===== config.mk =====
export PLATFORM = sky130hd
export DESIGN_NAME = floppy_request_track_splitter
export DESIGN_NICKNAME = d
export VERILOG_FILES = /design/src/frts_pkg.sv /design/src/floppy_request_track_splitter.sv /design/src/frts_front.sv /design/src/frts_queue.sv /design/src/frts_back.sv
export SDC_FILE = /design/constraint.sdc
export NUM_CORES = 1
export LEC_CHECK = 0
export BUFFER_PORTS_ARGS = -buffer_cell sky130_fd_sc_hd__buf_4
export CORE_ASPECT_RATIO = 1.2
export CORE_MARGIN = 10
export CORE_UTILIZATION = 30
export CTS_CLUSTER_DIAMETER = 100
export DETAILED_ROUTE_END_ITERATION = 8
export GPL_TIMING_DRIVEN = 0
export HOLD_SLACK_MARGIN = 0.1
export SETUP_SLACK_MARGIN = 0.05
export SYNTH_ARGS = -nofsm -noshare
export SYNTH_HDL_FRONTEND = slang
export SYNTH_SLANG_ARGS = --single-unit

===== constraint.sdc =====
create_clock -name clk -period 7.51 [get_ports clk]
set_input_delay 0.751 -clock clk [delete_from_list [all_inputs] [get_ports clk]]
set_output_delay 0.751 -clock clk [all_outputs]
set_load 0.02 [all_outputs]

===== src/frts_pkg.sv =====
// Package for the floppy request track splitter: types, codes and format tables.
// Used by every module of the block; depends on nothing.
`default_nettype none
package frts_pkg;

  localparam int MAX_REQUEST_DEF = 64;
  localparam int RESULT_LIMIT = 8;
  localparam int RESULT_W = $clog2(RESULT_LIMIT);
  localparam int QUEUE_DEPTH = 2;
  localparam int QPTR_W = $clog2(QUEUE_DEPTH);
  localparam int QCNT_W = $clog2(QUEUE_DEPTH + 1);

  localparam int CFG_IDX_W = 2;
  localparam int CFG_DATA_W = 3;
  localparam logic [CFG_IDX_W-1:0] CFG_DISK_FORMAT = 2'd0;
  localparam logic [CFG_IDX_W-1:0] CFG_WRITE_PROTECT = 2'd1;

  localparam logic [2:0] FMT_360K = 3'd0;
  localparam logic [2:0] FMT_400K = 3'd1;
  localparam logic [2:0] FMT_720K = 3'd2;
  localparam logic [2:0] FMT_800K = 3'd3;
  localparam logic [2:0] FMT_1440K = 3'd4;
  localparam logic [2:0] FMT_OTHER = 3'd5;
  localparam logic [2:0] FMT_RSVD6 = 3'd6;
  localparam logic [2:0] FMT_RSVD7 = 3'd7;
  localparam logic [2:0] FMT_RESET = FMT_1440K;

  localparam logic FUNC_READ = 1'b0;
  localparam logic FUNC_WRITE = 1'b1;

  localparam int SECTOR_W = 12;
  localparam int COUNT_W = 7;
  localparam int OFFSET_W = 6;
  localparam int SPT_W = 5;
  localparam int CYL_W = 6;
  localparam int RECIP_W = 15;
  localparam int DIV_SHIFT = 18;
  localparam int PROD_W = SECTOR_W + RECIP_W;
  localparam int QUOT_W = PROD_W - DIV_SHIFT;
  localparam int QD_W = QUOT_W + CYL_W;

  typedef enum logic [1:0] {F_IDLE, F_MUL, F_DIV, F_PUSH} front_state_t;
  typedef enum logic {B_IDLE, B_RUN} back_state_t;
  typedef enum logic [1:0] {KIND_REFUSE, KIND_SINGLE, KIND_SPLIT} job_kind_t;

  typedef struct packed {
    logic                refused;
    logic                single;
    logic                two_sided;
    logic [SPT_W-1:0]    spt;
    logic [SECTOR_W-1:0] track;
    logic                side;
    logic [SECTOR_W-1:0] sec;
    logic [COUNT_W-1:0]  count;
  } job_t;

  function automatic logic [SPT_W-1:0] spt_of(input logic [2:0] fmt);
    case (fmt)
      FMT_360K:  spt_of = 5'd9;
      FMT_400K:  spt_of = 5'd10;
      FMT_720K:  spt_of = 5'd9;
      FMT_800K:  spt_of = 5'd10;
      FMT_1440K: spt_of = 5'd18;
      default:   spt_of = 5'd18;
    endcase
  endfunction

  function automatic logic two_sided_of(input logic [2:0] fmt);
    case (fmt)
      FMT_360K: two_sided_of = 1'b0;
      FMT_400K: two_sided_of = 1'b0;
      default:  two_sided_of = 1'b1;
    endcase
  endfunction

  function automatic logic [CYL_W-1:0] per_cyl_of(input logic [2:0] fmt);
    case (fmt)
      FMT_360K:  per_cyl_of = 6'd9;
      FMT_400K:  per_cyl_of = 6'd10;
      FMT_720K:  per_cyl_of = 6'd18;
      FMT_800K:  per_cyl_of = 6'd20;
      FMT_1440K: per_cyl_of = 6'd36;
      default:   per_cyl_of = 6'd36;
    endcase
  endfunction

  // Rounded-up reciprocals of the sectors per cylinder, scaled by two to the DIV_SHIFT.
  // They give the exact quotient for every twelve-bit sector number.
  function automatic logic [RECIP_W-1:0] recip_of(input logic [2:0] fmt);
    case (fmt)
      FMT_360K:  recip_of = 15'd29128;
      FMT_400K:  recip_of = 15'd26215;
      FMT_720K:  recip_of = 15'd14564;
      FMT_800K:  recip_of = 15'd13108;
      FMT_1440K: recip_of = 15'd7282;
      default:   recip_of = 15'd7282;
    endcase
  endfunction

endpackage
`default_nettype wire


===== src/floppy_request_track_splitter.sv =====
// A split request passes through the multiply and divide steps of its reciprocal division
// before it is pushed; a refused or unsplit one is pushed directly. The chunk sequencer gives
// one result beat per cycle while a request is split and the output is not stalled, and
// takes the next job only after the last beat of the current one; the front end takes no
// new request until it has pushed the current one. Up to eight results per request.
// Reset (synchronous, active low) empties the job queue and sets format 1440K, unprotected.
`default_nettype none
module floppy_request_track_splitter #(
  parameter int MAX_REQUEST = frts_pkg::MAX_REQUEST_DEF
) (
  input  wire                             clk,
  input  wire                             rst_n,
  input  wire                             cfg_valid,
  output logic                            cfg_ready,
  input  wire  [frts_pkg::CFG_IDX_W-1:0]  cfg_index,
  input  wire  [frts_pkg::CFG_DATA_W-1:0] cfg_data,
  input  wire                             in_valid,
  output logic                            in_ready,
  input  wire                             in_func,
  input  wire  [frts_pkg::SECTOR_W-1:0]   in_start_sector,
  input  wire  [frts_pkg::COUNT_W-1:0]    in_sector_count,
  output logic                            out_valid,
  input  wire                             out_ready,
  output logic                            out_refused,
  output logic [frts_pkg::SECTOR_W-1:0]   out_track_number,
  output logic                            out_head_side,
  output logic [frts_pkg::SECTOR_W-1:0]   out_sector_in_track,
  output logic [frts_pkg::COUNT_W-1:0]    out_chunk_count,
  output logic [frts_pkg::OFFSET_W-1:0]   out_buffer_offset,
  output logic                            out_last
);

  logic           push_valid, push_ready, pop_valid, pop_ready;
  frts_pkg::job_t push_job, pop_job;

  frts_front #(.MAX_REQUEST(MAX_REQUEST)) u_front (
    .clk             (clk),
    .rst_n           (rst_n),
    .cfg_valid       (cfg_valid),
    .cfg_ready       (cfg_ready),
    .cfg_index       (cfg_index),
    .cfg_data        (cfg_data),
    .in_valid        (in_valid),
    .in_ready        (in_ready),
    .in_func         (in_func),
    .in_start_sector (in_start_sector),
    .in_sector_count (in_sector_count),
    .push_valid      (push_valid),
    .push_ready      (push_ready),
    .push_job        (push_job)
  );

  frts_queue u_queue (
    .clk        (clk),
    .rst_n      (rst_n),
    .push_valid (push_valid),
    .push_ready (push_ready),
    .push_job   (push_job),
    .pop_valid  (pop_valid),
    .pop_ready  (pop_ready),
    .pop_job    (pop_job)
  );

  frts_back u_back (
    .clk                 (clk),
    .rst_n               (rst_n),
    .pop_valid           (pop_valid),
    .pop_ready           (pop_ready),
    .pop_job             (pop_job),
    .out_valid           (out_valid),
    .out_ready           (out_ready),
    .out_refused         (out_refused),
    .out_track_number    (out_track_number),
    .out_head_side       (out_head_side),
    .out_sector_in_track (out_sector_in_track),
    .out_chunk_count     (out_chunk_count),
    .out_buffer_offset   (out_buffer_offset),
    .out_last            (out_last)
  );

endmodule
`default_nettype wire


===== src/frts_front.sv =====
// Front end: configuration registers, request intake, classification and
// start position conversion. Depends on frts_pkg.
`default_nettype none
module frts_front #(
  parameter int MAX_REQUEST = frts_pkg::MAX_REQUEST_DEF
) (
  input  wire                               clk,
  input  wire                               rst_n,
  input  wire                               cfg_valid,
  output logic                              cfg_ready,
  input  wire  [frts_pkg::CFG_IDX_W-1:0]    cfg_index,
  input  wire  [frts_pkg::CFG_DATA_W-1:0]   cfg_data,
  input  wire                               in_valid,
  output logic                              in_ready,
  input  wire                               in_func,
  input  wire  [frts_pkg::SECTOR_W-1:0]     in_start_sector,
  input  wire  [frts_pkg::COUNT_W-1:0]      in_sector_count,
  output logic                              push_valid,
  input  wire                               push_ready,
  output frts_pkg::job_t                    push_job
);

  frts_pkg::front_state_t state_r, state_nxt;
  logic [2:0]                      disk_format_r;
  logic                            write_protect_r;
  frts_pkg::job_kind_t             kind_r, kind_nxt;
  logic [2:0]                      fmt_r;
  logic [frts_pkg::SECTOR_W-1:0]   sector_r;
  logic [frts_pkg::COUNT_W-1:0]    count_r, count_nxt;
  logic [frts_pkg::PROD_W-1:0]     prod_r;
  logic [frts_pkg::QUOT_W-1:0]     q_r;
  logic [frts_pkg::QD_W-1:0]       qd_r;
  logic [frts_pkg::SECTOR_W-1:0]   rem12;
  logic [frts_pkg::CYL_W-1:0]      rem6, spt6, sec6;
  logic                            side;
  logic                            accept;

  assign cfg_ready = 1'b1;
  assign in_ready  = (state_r == frts_pkg::F_IDLE);
  assign accept    = in_valid && in_ready;

  always_ff @(posedge clk) begin
    if (!rst_n) begin
      disk_format_r   <= frts_pkg::FMT_RESET;
      write_protect_r <= 1'b0;
    end else if (cfg_valid) begin
      if (cfg_index == frts_pkg::CFG_DISK_FORMAT) begin
        disk_format_r <= cfg_data;
      end else if (cfg_index == frts_pkg::CFG_WRITE_PROTECT) begin
        write_protect_r <= cfg_data[0];
      end
    end
  end

  always_comb begin
    if (32'(in_sector_count) > 32'(MAX_REQUEST)) begin
      count_nxt = frts_pkg::COUNT_W'(MAX_REQUEST);
    end else begin
      count_nxt = in_sector_count;
    end
    if (write_protect_r && (in_func == frts_pkg::FUNC_WRITE)) begin
      kind_nxt = frts_pkg::KIND_REFUSE;
    end else if (disk_format_r > frts_pkg::FMT_1440K) begin
      kind_nxt = frts_pkg::KIND_SINGLE;
    end else begin
      kind_nxt = frts_pkg::KIND_SPLIT;
    end
  end

  always_ff @(posedge clk) begin
    if (!rst_n) begin
      state_r <= frts_pkg::F_IDLE;
    end else begin
      state_r <= state_nxt;
    end
  end

  always_ff @(posedge clk) begin
    if (accept) begin
      kind_r   <= kind_nxt;
      fmt_r    <= disk_format_r;
      sector_r <= in_start_sector;
      count_r  <= count_nxt;
    end
    if (state_r == frts_pkg::F_MUL) begin
      prod_r <= frts_pkg::PROD_W'(sector_r) * frts_pkg::PROD_W'(frts_pkg::recip_of(fmt_r));
    end
    if (state_r == frts_pkg::F_DIV) begin
      q_r  <= prod_r[frts_pkg::PROD_W-1:frts_pkg::DIV_SHIFT];
      qd_r <= frts_pkg::QD_W'(prod_r[frts_pkg::PROD_W-1:frts_pkg::DIV_SHIFT])
              * frts_pkg::QD_W'(frts_pkg::per_cyl_of(fmt_r));
    end
  end

  always_comb begin
    rem12 = sector_r - qd_r[frts_pkg::SECTOR_W-1:0];
    rem6  = rem12[frts_pkg::CYL_W-1:0];
    spt6  = {1'b0, frts_pkg::spt_of(fmt_r)};
    side  = frts_pkg::two_sided_of(fmt_r) && (rem6 >= spt6);
    sec6  = side ? (rem6 - spt6) : rem6;

    push_job = '0;
    case (kind_r)
      frts_pkg::KIND_REFUSE: begin
        push_job.refused = 1'b1;
        push_job.single  = 1'b1;
      end
      frts_pkg::KIND_SINGLE: begin
        push_job.single = 1'b1;
        push_job.sec    = sector_r;
        push_job.count  = count_r;
      end
      frts_pkg::KIND_SPLIT: begin
        push_job.two_sided = frts_pkg::two_sided_of(fmt_r);
        push_job.spt       = frts_pkg::spt_of(fmt_r);
        push_job.track     = frts_pkg::SECTOR_W'(q_r);
        push_job.side      = side;
        push_job.sec       = frts_pkg::SECTOR_W'(sec6);
        push_job.count     = count_r;
      end
      default: begin
        push_job.refused = 1'b1;
        push_job.single  = 1'b1;
      end
    endcase

    push_valid = (state_r == frts_pkg::F_PUSH);
    state_nxt  = state_r;
    case (state_r)
      frts_pkg::F_IDLE: begin
        if (accept) begin
          state_nxt = (kind_nxt == frts_pkg::KIND_SPLIT) ? frts_pkg::F_MUL : frts_pkg::F_PUSH;
        end
      end
      frts_pkg::F_MUL: state_nxt = frts_pkg::F_DIV;
      frts_pkg::F_DIV: state_nxt = frts_pkg::F_PUSH;
      frts_pkg::F_PUSH: begin
        if (push_ready) begin
          state_nxt = frts_pkg::F_IDLE;
        end
      end
      default: state_nxt = frts_pkg::F_IDLE;
    endcase
  end

endmodule
`default_nettype wire


===== src/frts_queue.sv =====
// Short job queue between the front end and the chunk sequencer.
// Depends on frts_pkg.
`default_nettype none
module frts_queue (
  input  wire                  clk,
  input  wire                  rst_n,
  input  wire                  push_valid,
  output logic                 push_ready,
  input  wire frts_pkg::job_t  push_job,
  output logic                 pop_valid,
  input  wire                  pop_ready,
  output frts_pkg::job_t       pop_job
);

  frts_pkg::job_t                mem [frts_pkg::QUEUE_DEPTH];
  logic [frts_pkg::QPTR_W-1:0]   wr_ptr_r, rd_ptr_r;
  logic [frts_pkg::QCNT_W-1:0]   cnt_r;
  logic                          do_push, do_pop;

  assign push_ready = (cnt_r != frts_pkg::QCNT_W'(frts_pkg::QUEUE_DEPTH));
  assign pop_valid  = (cnt_r != '0);
  assign pop_job    = mem[rd_ptr_r];
  assign do_push    = push_valid && push_ready;
  assign do_pop     = pop_valid && pop_ready;

  always_ff @(posedge clk) begin
    if (do_push) begin
      mem[wr_ptr_r] <= push_job;
    end
  end

  always_ff @(posedge clk) begin
    if (!rst_n) begin
      wr_ptr_r <= '0;
      rd_ptr_r <= '0;
      cnt_r    <= '0;
    end else begin
      if (do_push) begin
        wr_ptr_r <= (32'(wr_ptr_r) == frts_pkg::QUEUE_DEPTH - 1) ? '0 : wr_ptr_r + 1'b1;
      end
      if (do_pop) begin
        rd_ptr_r <= (32'(rd_ptr_r) == frts_pkg::QUEUE_DEPTH - 1) ? '0 : rd_ptr_r + 1'b1;
      end
      if (do_push && !do_pop) begin
        cnt_r <= cnt_r + 1'b1;
      end else if (do_pop && !do_push) begin
        cnt_r <= cnt_r - 1'b1;
      end
    end
  end

endmodule
`default_nettype wire


===== src/frts_back.sv =====
// Chunk sequencer: walks one job track by track and drives the result register.
// Depends on frts_pkg.
`default_nettype none
module frts_back (
  input  wire                             clk,
  input  wire                             rst_n,
  input  wire                             pop_valid,
  output logic                            pop_ready,
  input  wire frts_pkg::job_t             pop_job,
  output logic                            out_valid,
  input  wire                             out_ready,
  output logic                            out_refused,
  output logic [frts_pkg::SECTOR_W-1:0]   out_track_number,
  output logic                            out_head_side,
  output logic [frts_pkg::SECTOR_W-1:0]   out_sector_in_track,
  output logic [frts_pkg::COUNT_W-1:0]    out_chunk_count,
  output logic [frts_pkg::OFFSET_W-1:0]   out_buffer_offset,
  output logic                            out_last
);

  frts_pkg::back_state_t state_r, state_nxt;
  frts_pkg::job_t                  job_r;
  logic [frts_pkg::COUNT_W-1:0]    remain_r;
  logic [frts_pkg::COUNT_W-1:0]    offset_r;
  logic [frts_pkg::RESULT_W-1:0]   n_r;
  logic                            out_valid_r, out_valid_nxt;
  logic [frts_pkg::SPT_W-1:0]      room;
  logic [frts_pkg::COUNT_W-1:0]    room7, piece;
  logic                            done, emit;

  assign out_valid = out_valid_r;
  assign pop_ready = (state_r == frts_pkg::B_IDLE);

  always_comb begin
    room  = job_r.spt - job_r.sec[frts_pkg::SPT_W-1:0];
    room7 = frts_pkg::COUNT_W'(room);
    if (job_r.single || (remain_r <= room7)) begin
      piece = remain_r;
    end else begin
      piece = room7;
    end
    done = job_r.single || (remain_r == piece)
           || (32'(n_r) == frts_pkg::RESULT_LIMIT - 1);
    emit = (state_r == frts_pkg::B_RUN) && (!out_valid_r || out_ready);

    out_valid_nxt = out_valid_r && !out_ready;
    if (emit) begin
      out_valid_nxt = 1'b1;
    end

    state_nxt = state_r;
    case (state_r)
      frts_pkg::B_IDLE: begin
        if (pop_valid) begin
          state_nxt = frts_pkg::B_RUN;
        end
      end
      frts_pkg::B_RUN: begin
        if (emit && done) begin
          state_nxt = frts_pkg::B_IDLE;
        end
      end
      default: state_nxt = frts_pkg::B_IDLE;
    endcase
  end

  always_ff @(posedge clk) begin
    if (!rst_n) begin
      state_r     <= frts_pkg::B_IDLE;
      out_valid_r <= 1'b0;
    end else begin
      state_r     <= state_nxt;
      out_valid_r <= out_valid_nxt;
    end
  end

  always_ff @(posedge clk) begin
    if (pop_valid && pop_ready) begin
      job_r    <= pop_job;
      remain_r <= pop_job.count;
      offset_r <= '0;
      n_r      <= '0;
    end else if (emit && !done) begin
      // A chunk that is not the last always ends on a track boundary.
      remain_r  <= remain_r - piece;
      offset_r  <= offset_r + piece;
      n_r       <= n_r + 1'b1;
      job_r.sec <= '0;
      if (job_r.two_sided && !job_r.side) begin
        job_r.side <= 1'b1;
      end else begin
        job_r.side  <= 1'b0;
        job_r.track <= job_r.track + 1'b1;
      end
    end
    if (emit) begin
      out_refused         <= job_r.refused;
      out_track_number    <= job_r.track;
      out_head_side       <= job_r.side;
      out_sector_in_track <= job_r.sec;
      out_chunk_count     <= piece;
      out_buffer_offset   <= offset_r[frts_pkg::OFFSET_W-1:0];
      out_last            <= done;
    end
  end

endmodule
`default_nettype wire


==> impl_metrics.yaml, run 1 <==
cells_and_area:
  nets: 1745
  drive_above_1_share_pct: 10.20
  layout_common_cells: "inv_1, edfxtp_1, nand2_1"
  layout_commonest_cell: "inv_1"
  area_delta_synth_final_pct: 14.97
  num_antenna_cells: 0
  fillers: 5011
setup_path:
  critical_path_depth: 21
  critPathCaptureType: "register"
  critPathKind: "register to register"
  crit_arrival_ns: 7.40
  worstPathMaxFanout: 10
  slowest_stage: "fa_1"
  cp_top_family: "adder cells"
  crit_top_cell: "fa_1"
  crit_chain: "buf_2 -> nand2b_1 -> nand2_1 -> clkbuf_2 -> and2_1 -> inv_1 -> fa_1 -> fa_1 -> inv_1 -> fa_1 -> fa_1 -> inv_1 -> fa_1 -> inv_1 -> ha_1 -> a21o_1 -> a2111o_1 -> o221ai_4 -> a31oi_1 -> and3_1 -> nor4_1"
  startpoint_type: "register"
  required_ns: 7.79
  cp_slowest_stage_delay_ns: 0.57
  path_buf_inv: 6
  ff2ff_path_depth: 21
yosys:
  yosys_warnings: 0
  synth_area_um2: 15290
  ys_seq_area_share_pct: 41.96
  syn_inst: 1371
  synth_area_per_cell_um2: 11.15
  synth_async_sr_flop_share_pct: 0
  ys_types: 68
  synth_ff_type: "edfxtp_1"
  synth_top_cell_by_area: "edfxtp_1"
  syn-num-nets: 1645
  synthTopCellsByArea: "edfxtp_1, fa_1, ha_1"
  synth_edf_count: 199
  synth-seq-cells: 221
  netlist.area_leader.share_pct: 39.08
timing:
  skew_ns: 0.01440
  fmax_mhz: 140.5
  slew_headroom_pct: 35.41
  worst_pin_slew_ns: 0.9624
  period_share_pct: 94.78
  hold_viol_final: 0
  rsz0062_at_grt: "no"
  period_needed_ns: 7.118
  setup_tns_ns: 0
  slew_violations: 0
  setup_viol: 0
clocking:
  worst_skew_pair.late_latency_ns: 0.54
  cts_setup_buffers: 0
  cts_tree: "built"
  clkTransAtPathRegs_ns: 0.06
  htree_levels: 1
  cts_root_buf: "clkbuf_16"
  clkSinkCount: 221
  cts_buffer_depth: 3
  numCtsBuffers: 25
place:
  portBuffers: 71
  gp_congestion: 0.8878
  hpwlAfterDp_um: 29480
route:
  drc_errors: 0
  ant_nets: 0
  routedWlPerCell_um: 17.15
  drt_first_pass_iters: 5
  wl_um: 36610
  vias: 9945
  drt_iter0_markers: 529
  via_per_inst: 4.660
run_status:
  outcome: "completed"
grt:
  track_usage_pct: 12.45
  grt_pass1_wl_um: 59120
  grt_max_degree: 37
  antenna_found_initial: 0
  grt_pass1_vias: 10689
  grt_remaining_overflow: 0
die:
  die_h_um: 267.3
  row_count: 90
  coreArea_um2: 50340
  initial_core_util_pct: 30.38
  io_pins: 73
  die_w_um: 226.1
  die-area_um2: 60440
worst_hold_path:
  whs_path_depth: 1
  worst_hold_path_type: "input port to register"
run:
  drv_cap: 0
worst register-to-register path: cells and delay by family (launching register included):
family / cells / cell delay [ns]
compound gates: 4 / 1.16
fa+ha+maj: 6 / 3.00
buf+inv: 6 / 0.74
flops: 1 / 0.45
simple gates: 5 / 1.51
metal layers:
layer	vias to the layer above	GRT usage [%]	part of all wire [%]
li1	4741	-	-
met1	4963	14.11	39
met2	197	23.63	54
met3	44	1.631	4.0
met4	0	3.776	2.4
met5	-	0	0
path summary, 6_finish.rpt:
path,startpoint,to,slack (ns)
worst max register to register,u_front.fmt_r[1],u_front.prod_r[25],0.39
worst min-delay path,in_start_sector[4],u_front.sector_r[4],0.38
worst min register to register,u_back.job_r[16],u_back.out_sector_in_track[9],0.42
worst max-delay path,u_front.fmt_r[1],u_front.prod_r[25],0.39
per-stage QoR:
stage | util (%) | worst slack, ns | hold WS, ns | area [um^2] | instances
6_report | 34.92 | 0.3922 | 0.3832 | 17580 | 2134
5_1_grt | 34.92 | 0.07705 | 0.3567 | 17580 | 2134
4_1_cts | 34.89 | 0.05031 | 0.3465 | 17560 | 2135
3_5_place_dp | 33.16 | 0.06263 | 0.4045 | 16690 | 2089
3_3_place_gp | 33.04 | 0.08886 | 0.4071 | 16630 | 2086
2_1_floorplan | - | 1.420 | 0.4003 | 15290 | 1371
flip-flops by register name, summed over array words and instances, names as in the netlist, 2 cells and up, named ones only:
register                    count
u_queue.mem                    72
u_back.job_r                   32
u_back.out_sector_in_track     12
u_back.out_track_number        12
u_front.sector_r               12
u_front.prod_r                  9
u_front.q_r                     9
u_back.out_chunk_count          7
u_back.remain_r                 7
u_front.count_r                 7
u_back.offset_r                 6
u_back.out_buffer_offset        6
u_front.qd_r                    6
u_back.n_r                      3
u_front.disk_format_r           3
u_front.fmt_r                   3
u_front.kind_r                  2
u_front.state_r                 2
u_queue.cnt_r                   2
logic make-up (layout without fill, tap and decap cells):
| group | Yosys count | count (layout) | share of synthesized area, % |
|---|---|---|---|
| simple gates | 415 | 415 | 12.85 |
| buf+inv | 266 | 385 | 6.620 |
| fa+ha+maj | 244 | 244 | 26.79 |
| flops | 221 | 221 | 41.96 |
| compound gates | 135 | 135 | 6.080 |
| mux | 46 | 46 | 3.109 |
| xor+xnor | 43 | 43 | 2.561 |
| other cells | 1 | 1 | 0.02452 |
final cells by class:
| type | count | area, um^2 | area share [%] |
|---|---|---|---|
| buffer | 46 | 190.2 | 1.082 |
| clock buffer | 28 | 636.9 | 3.623 |
| clock inverter | 18 | 229.0 | 1.302 |
| inverter | 219 | 822.0 | 4.676 |
| multi-input combinational | 884 | 7899 | 44.93 |
| sequential | 221 | 6416 | 36.50 |
| tap | 644 | 805.8 | 4.584 |
| timing repair buffer | 74 | 580.6 | 3.302 |
Yosys cell counts (all sizes together), types with 18 or more instances:
library cell,n
inv,218
edfxtp,199
nand2,154
fa,139
ha,105
nor2,87
and2,63
a21oi,39
clkbuf,36
mux2i,34
nor2b,29
o21ai,27
xnor2,27
dfxtp,22
nand3,21
nor3,18
repair_timing:
item | 4_1_cts | 5_1_grt
setup endpoints to repair | 2 | 3
hold buffers | 0 | 0
gates resized for setup | 1 | 7
Power of run 1 is left out: the tool's default activity adds up to more than one toggle a clock period on the data nets, which glitch-free logic cannot reach.
==> inputs of run 2 (changes only) <==
CAP_MARGIN = 40   (was not set)
MAX_ROUTING_LAYER = met4   (was not set)
==> run 2 against run 1 <==
Compared with the run above:
- critical path depth stayed put
- cell area is 0.71% higher
- maximum frequency is 1.4% higher
- cell count is 0.28% higher
- register-to-register slack better by 0.097 ns
- utilization is 0.25 points higher
- hold slack better by 0.0015 ns
- die area stayed put
- first-iteration DRC count is 11% higher
- setup slack better by 0.097 ns
- wire length is 2.1% higher
- critical endpoint unchanged
- highest routed layer unchanged
==> impl_metrics.yaml, run 2 (same netlist as run 1, synthesis figures left out) <==
cells_and_area:
  fin_area_um2: 17700
  top_regs: "u_queue.mem x72, u_back.job_r x32"
  layout_common_cells: "inv_1, edfxtp_1, nand2_1"
  drive_above_1_share_pct: 10.70
  layout_commonest_cell: "inv_1"
  area_delta_synth_final_pct: 15.78
  largest_reg_flops: 72
  top_register: "u_queue.mem"
  nets: 1751
  num_antenna_cells: 0
route:
  wl_met1_um: 14390
  drc_errors: 0
  drt_iter0_markers: 587
  drt_first_pass_iters: 5
  top_layer_used: "met4"
  routedWlPerCell_um: 17.46
  wl_met2_um: 19710
  dr_wl_met3_um: 1573
  wl_um: 37370
  via_per_inst: 4.645
  ant_nets: 0
  vias: 9940
clocking:
  htree_levels: 1
  worst_skew_pair.late_latency_ns: 0.55
  cts_buffer_depth: 3
  cts_root_buf: "clkbuf_16"
  clkTransAtPathRegs_ns: 0.06
  clkSinkCount: 221
  cts_tree: "built"
  numCtsBuffers: 26
setup_path:
  critPathKind: "register to register"
  crit_arrival_ns: 7.35
  crit_chain: "buf_2 -> nand2b_1 -> nand2_1 -> clkbuf_2 -> and2_1 -> inv_1 -> fa_1 -> fa_1 -> inv_1 -> fa_1 -> fa_1 -> inv_1 -> fa_1 -> inv_1 -> ha_1 -> a21o_1 -> a2111o_1 -> o221ai_4 -> a31oi_1 -> and3_1 -> nor4_2"
  required_ns: 7.84
  critPathCaptureType: "register"
  worstPathMaxFanout: 10
  crit_top_cell: "fa_1"
  startpoint_type: "register"
  slowest_stage: "fa_1"
  cp_slowest_stage_delay_ns: 0.59
timing:
  hold_viol_final: 0
  fmax_mhz: 142.4
  worst_pin_slew_ns: 0.7966
  setup_viol: 0
  period_share_pct: 93.49
  slew_headroom_pct: 46.89
  slew_violations: 0
  skew_ns: 0.02787
  period_needed_ns: 7.021
  holdWs_ns: 0.3847
  rsz0062_at_grt: "no"
place:
  hpwlAfterDp_um: 30530
  dpl-instance-area_um2: 16770
  portBuffers: 71
  gp_congestion: 0.8853
die:
  initial_core_util_pct: 30.38
  io_pins: 73
  die_w_um: 226.1
  die_h_um: 267.3
  die-area_um2: 60440
  coreArea_um2: 50340
  row_count: 90
grt:
  antenna_found_initial: 0
  grt_remaining_overflow: 0
  track_usage_pct: 13.06
  grt_pass1_vias: 10807
  grt_pass1_wl_um: 60000
  grt_max_degree: 33
run_status:
  outcome: "completed"
worst_hold_path:
  worst_hold_path_type: "input port to register"
run:
  drv_cap: 0
-- run 2: changes by cell type in the layout (fill, tap and decap cells not counted), sizes merged --
| cell | delta |
|---|---|
| clkbuf | +3 |
| clkinv | -4 |
| inv | +2 |
| buf | +5 |
-- run 2: cell type report --
cell class	count	area, um^2
well taps	644	805.8
inverters	219	822.0
flip-flops and latches	221	6416
plain buffers	46	191.4
clock inverters	16	210.2
clock buffers	31	689.4
repair buffers	79	659.4
fillers	5000	32630
multi-input cells	884	7910
-- run 2: final timing paths --
check	start	cells past startpoint	to	slack, ns
hold / removal	in_start_sector[8]	1	u_front.sector_r[8]	0.38
setup / recovery	u_front.fmt_r[1]	21	u_front.prod_r[25]	0.49
hold reg to reg	u_front.prod_r[25]	0	u_front.q_r[7]	0.42
setup reg to reg	u_front.fmt_r[1]	21	u_front.prod_r[25]	0.49
-- run 2: repair_timing --
| item | CTS | global route |
|---|---|---|
| endpoints found under the setup margin | 2 | 3 |
| pin swaps | 0 | 0 |
| gates resized for setup | 3 | 8 |
| hold buffers | 0 | 0 |
| buffers inserted | 0 | 0 |
| gates cloned | 0 | 0 |
-- run 2: layer usage --
layer	global-route usage [%]	vias to the layer above
met5	-	-
met4	5.627	0
met1	14.28	4883
met2	23.26	219
li1	-	4746
met3	1.872	92
-- run 2: through the flow --
stage	cells	utilization [%]	setup slack, ns	TNS (ns)
2_1_floorplan	1371	-	1.420	0
3_3_place_gp	2086	33.04	-0.05128	-0.08658
3_5_place_dp	2094	33.32	0.02102	0
4_1_cts	2141	35.12	0.1264	0
5_1_grt	2140	35.17	0.1403	0
6_report	2140	35.17	0.4890	0
-- run 2: worst max-delay path: cells and delay by family, from the launching register on --
kind            cells  cell delay, ns
fa+ha+maj           6            3.03
simple gates        5            1.43
compound gates      4            1.16
buf+inv             6            0.73
flops               1            0.44
Power of run 2 is left out for the same reason.
==> inputs of run 3 (changes only) <==
MAX_ROUTING_LAYER = not set   (was met4)
TNS_END_PERCENT = 100   (was not set)
==> run 3 against run 2 <==
Compared with the run above:
- cell area down 0.63%
- utilization down 0.22 points
- clock skew down 0.017 ns
- flip-flop and latch count unchanged
- non-clock buffer count unchanged
- wire length down 2.3%
- count of clock-buffer cells in the layout up 3
==> impl_metrics.yaml, run 3 (same netlist as run 1, synthesis figures left out) <==
run_status:
  outcome: "completed"
timing:
  hold_viol_final: 0
  slew_headroom_pct: 46.62
  rsz0062_at_grt: "no"
  period_needed_ns: 7.016
  skew_ns: 0.01071
  slew_violations: 0
  worst_pin_slew_ns: 0.8007
  setup_viol: 0
  period_share_pct: 93.42
  fmax_mhz: 142.5
  setup_tns_ns: 0
clocking:
  cts-hold-fix-buffers: 0
  clkTransAtPathRegs_ns: 0.06
  cts.repair.resized: 1
  cts_setup_buffers: 0
  worst_skew_pair.late_latency_ns: 0.54
  numCtsBuffers: 26
  clkSinkCount: 221
  cts_root_buf: "clkbuf_16"
  htree_levels: 1
  cts_buffer_depth: 3
  cts_tree: "built"
setup_path:
  startpoint: "u_front.fmt_r[1]"
  crit_chain: "buf_2 -> nand2b_1 -> nand2_1 -> clkbuf_2 -> and2_1 -> inv_1 -> fa_1 -> fa_1 -> inv_1 -> fa_1 -> fa_1 -> inv_1 -> fa_1 -> inv_1 -> ha_1 -> a21o_1 -> a2111o_1 -> o221ai_2 -> nand3b_1 -> a2111oi_1 -> nor4_2"
  crit_top_cell: "fa_1"
  reg2reg_from: "u_front.fmt_r[1]"
  endpoint: "u_front.prod_r[25]"
  critPathCaptureType: "register"
  required_ns: 7.78
  rrSetupSlack_ns: 0.49
  crit_arrival_ns: 7.28
  worstPathMaxFanout: 10
  reg2reg_to: "u_front.prod_r[25]"
  ff2ff_path_depth: 21
  slowest_stage: "fa_1"
  startpoint_type: "register"
  cp_slowest_stage_delay_ns: 0.57
  critPathKind: "register to register"
cells_and_area:
  largest_reg_flops: 72
  top_register: "u_queue.mem"
  multi_input_area_um2: 7894
  area_delta_synth_final_pct: 15.06
  postLayoutCoreUtil_pct: 34.95
  layout_commonest_cell: "inv_1"
  top_regs: "u_queue.mem x72, u_back.job_r x32"
  fillers: 4987
  fin_area_um2: 17590
  drive_above_1_share_pct: 10.35
  layout_common_cells: "inv_1, edfxtp_1, nand2_1"
  nets: 1751
  seq_area_um2: 6416
die:
  die_w_um: 226.1
  initial_core_util_pct: 30.38
  die-area_um2: 60440
  coreArea_um2: 50340
  die_h_um: 267.3
  row_count: 90
  io_pins: 73
route:
  vias: 9947
  drt_iter0_markers: 533
  drt_first_pass_iters: 5
  wl_um: 36500
  via_per_inst: 4.644
  routedWlPerCell_um: 17.04
  ant_nets: 0
  drc_errors: 0
worst_hold_path:
  worst_hold_path_type: "input port to register"
place:
  dpl-instance-area_um2: 16770
  gp_congestion: 0.8878
  hpwlAfterDp_um: 29700
  portBuffers: 71
grt:
  grt_pass1_wl_um: 58980
  grt_remaining_overflow: 0
  grt_max_degree: 33
  grt_pass1_vias: 10873
  track_usage_pct: 12.45
  antenna_found_initial: 0
run:
  drv_cap: 0
==> run 3: how the worst min path moves through the flow <==
stage | from | to | slack, ns | cells after the start
2_1_floorplan | u_back.job_r[39] | u_back.out_refused | 0.40 | 0
3_3_place_gp | u_back.job_r[39] | u_back.out_refused | 0.41 | 0
3_5_place_dp | u_front.prod_r[24] | u_front.q_r[6] | 0.41 | 0
4_1_cts | in_start_sector[0] | u_front.sector_r[0] | 0.36 | 1
5_1_grt | in_start_sector[0] | u_front.sector_r[0] | 0.36 | 1
6_report | in_start_sector[0] | u_front.sector_r[0] | 0.39 | 1
==> run 3: per-stage QoR <==
step           cells  hold WS (ns)  setup slack (ns)
2_1_floorplan   1371        0.4003             1.420
3_3_place_gp    2086        0.4071           0.08886
3_5_place_dp    2094        0.4081           0.05185
4_1_cts         2142        0.3590           0.05757
5_1_grt         2141        0.3644           0.08008
6_report        2142        0.3900            0.4940
==> run 3: cell type report <==
class | instances | area share [%]
clock buffers | 34 | 3.983
multi-input cells | 884 | 44.87
plain buffers | 46 | 1.081
clock inverters | 14 | 0.5832
repair buffers | 79 | 3.748
well taps | 644 | 4.580
flip-flops and latches | 221 | 36.47
diodes | 1 | 0.01422
inverters | 219 | 4.673
==> run 3: worst max-delay path, delay by kind of cell (launching register included) <==
family | cells | cell delay, ns
AO/OA/AOI/OAI | 4 | 1.48
AND/OR/NAND/NOR | 5 | 1.08
adder cells (fa/ha/maj) | 6 | 3.01
flip-flops | 1 | 0.45
buffers and inverters | 6 | 0.72
==> run 3: layer usage <==
layer  up-vias  part of all wire, %  global-route usage (%)
li1       4744                    -                       -
met1      4903                   39                   14.04
met2       220                   53                   23.25
met3        80                  4.5                   1.675
met4         0                  3.8                   4.720
met5         -                    0                       0
Power of run 3 is left out for the same reason.
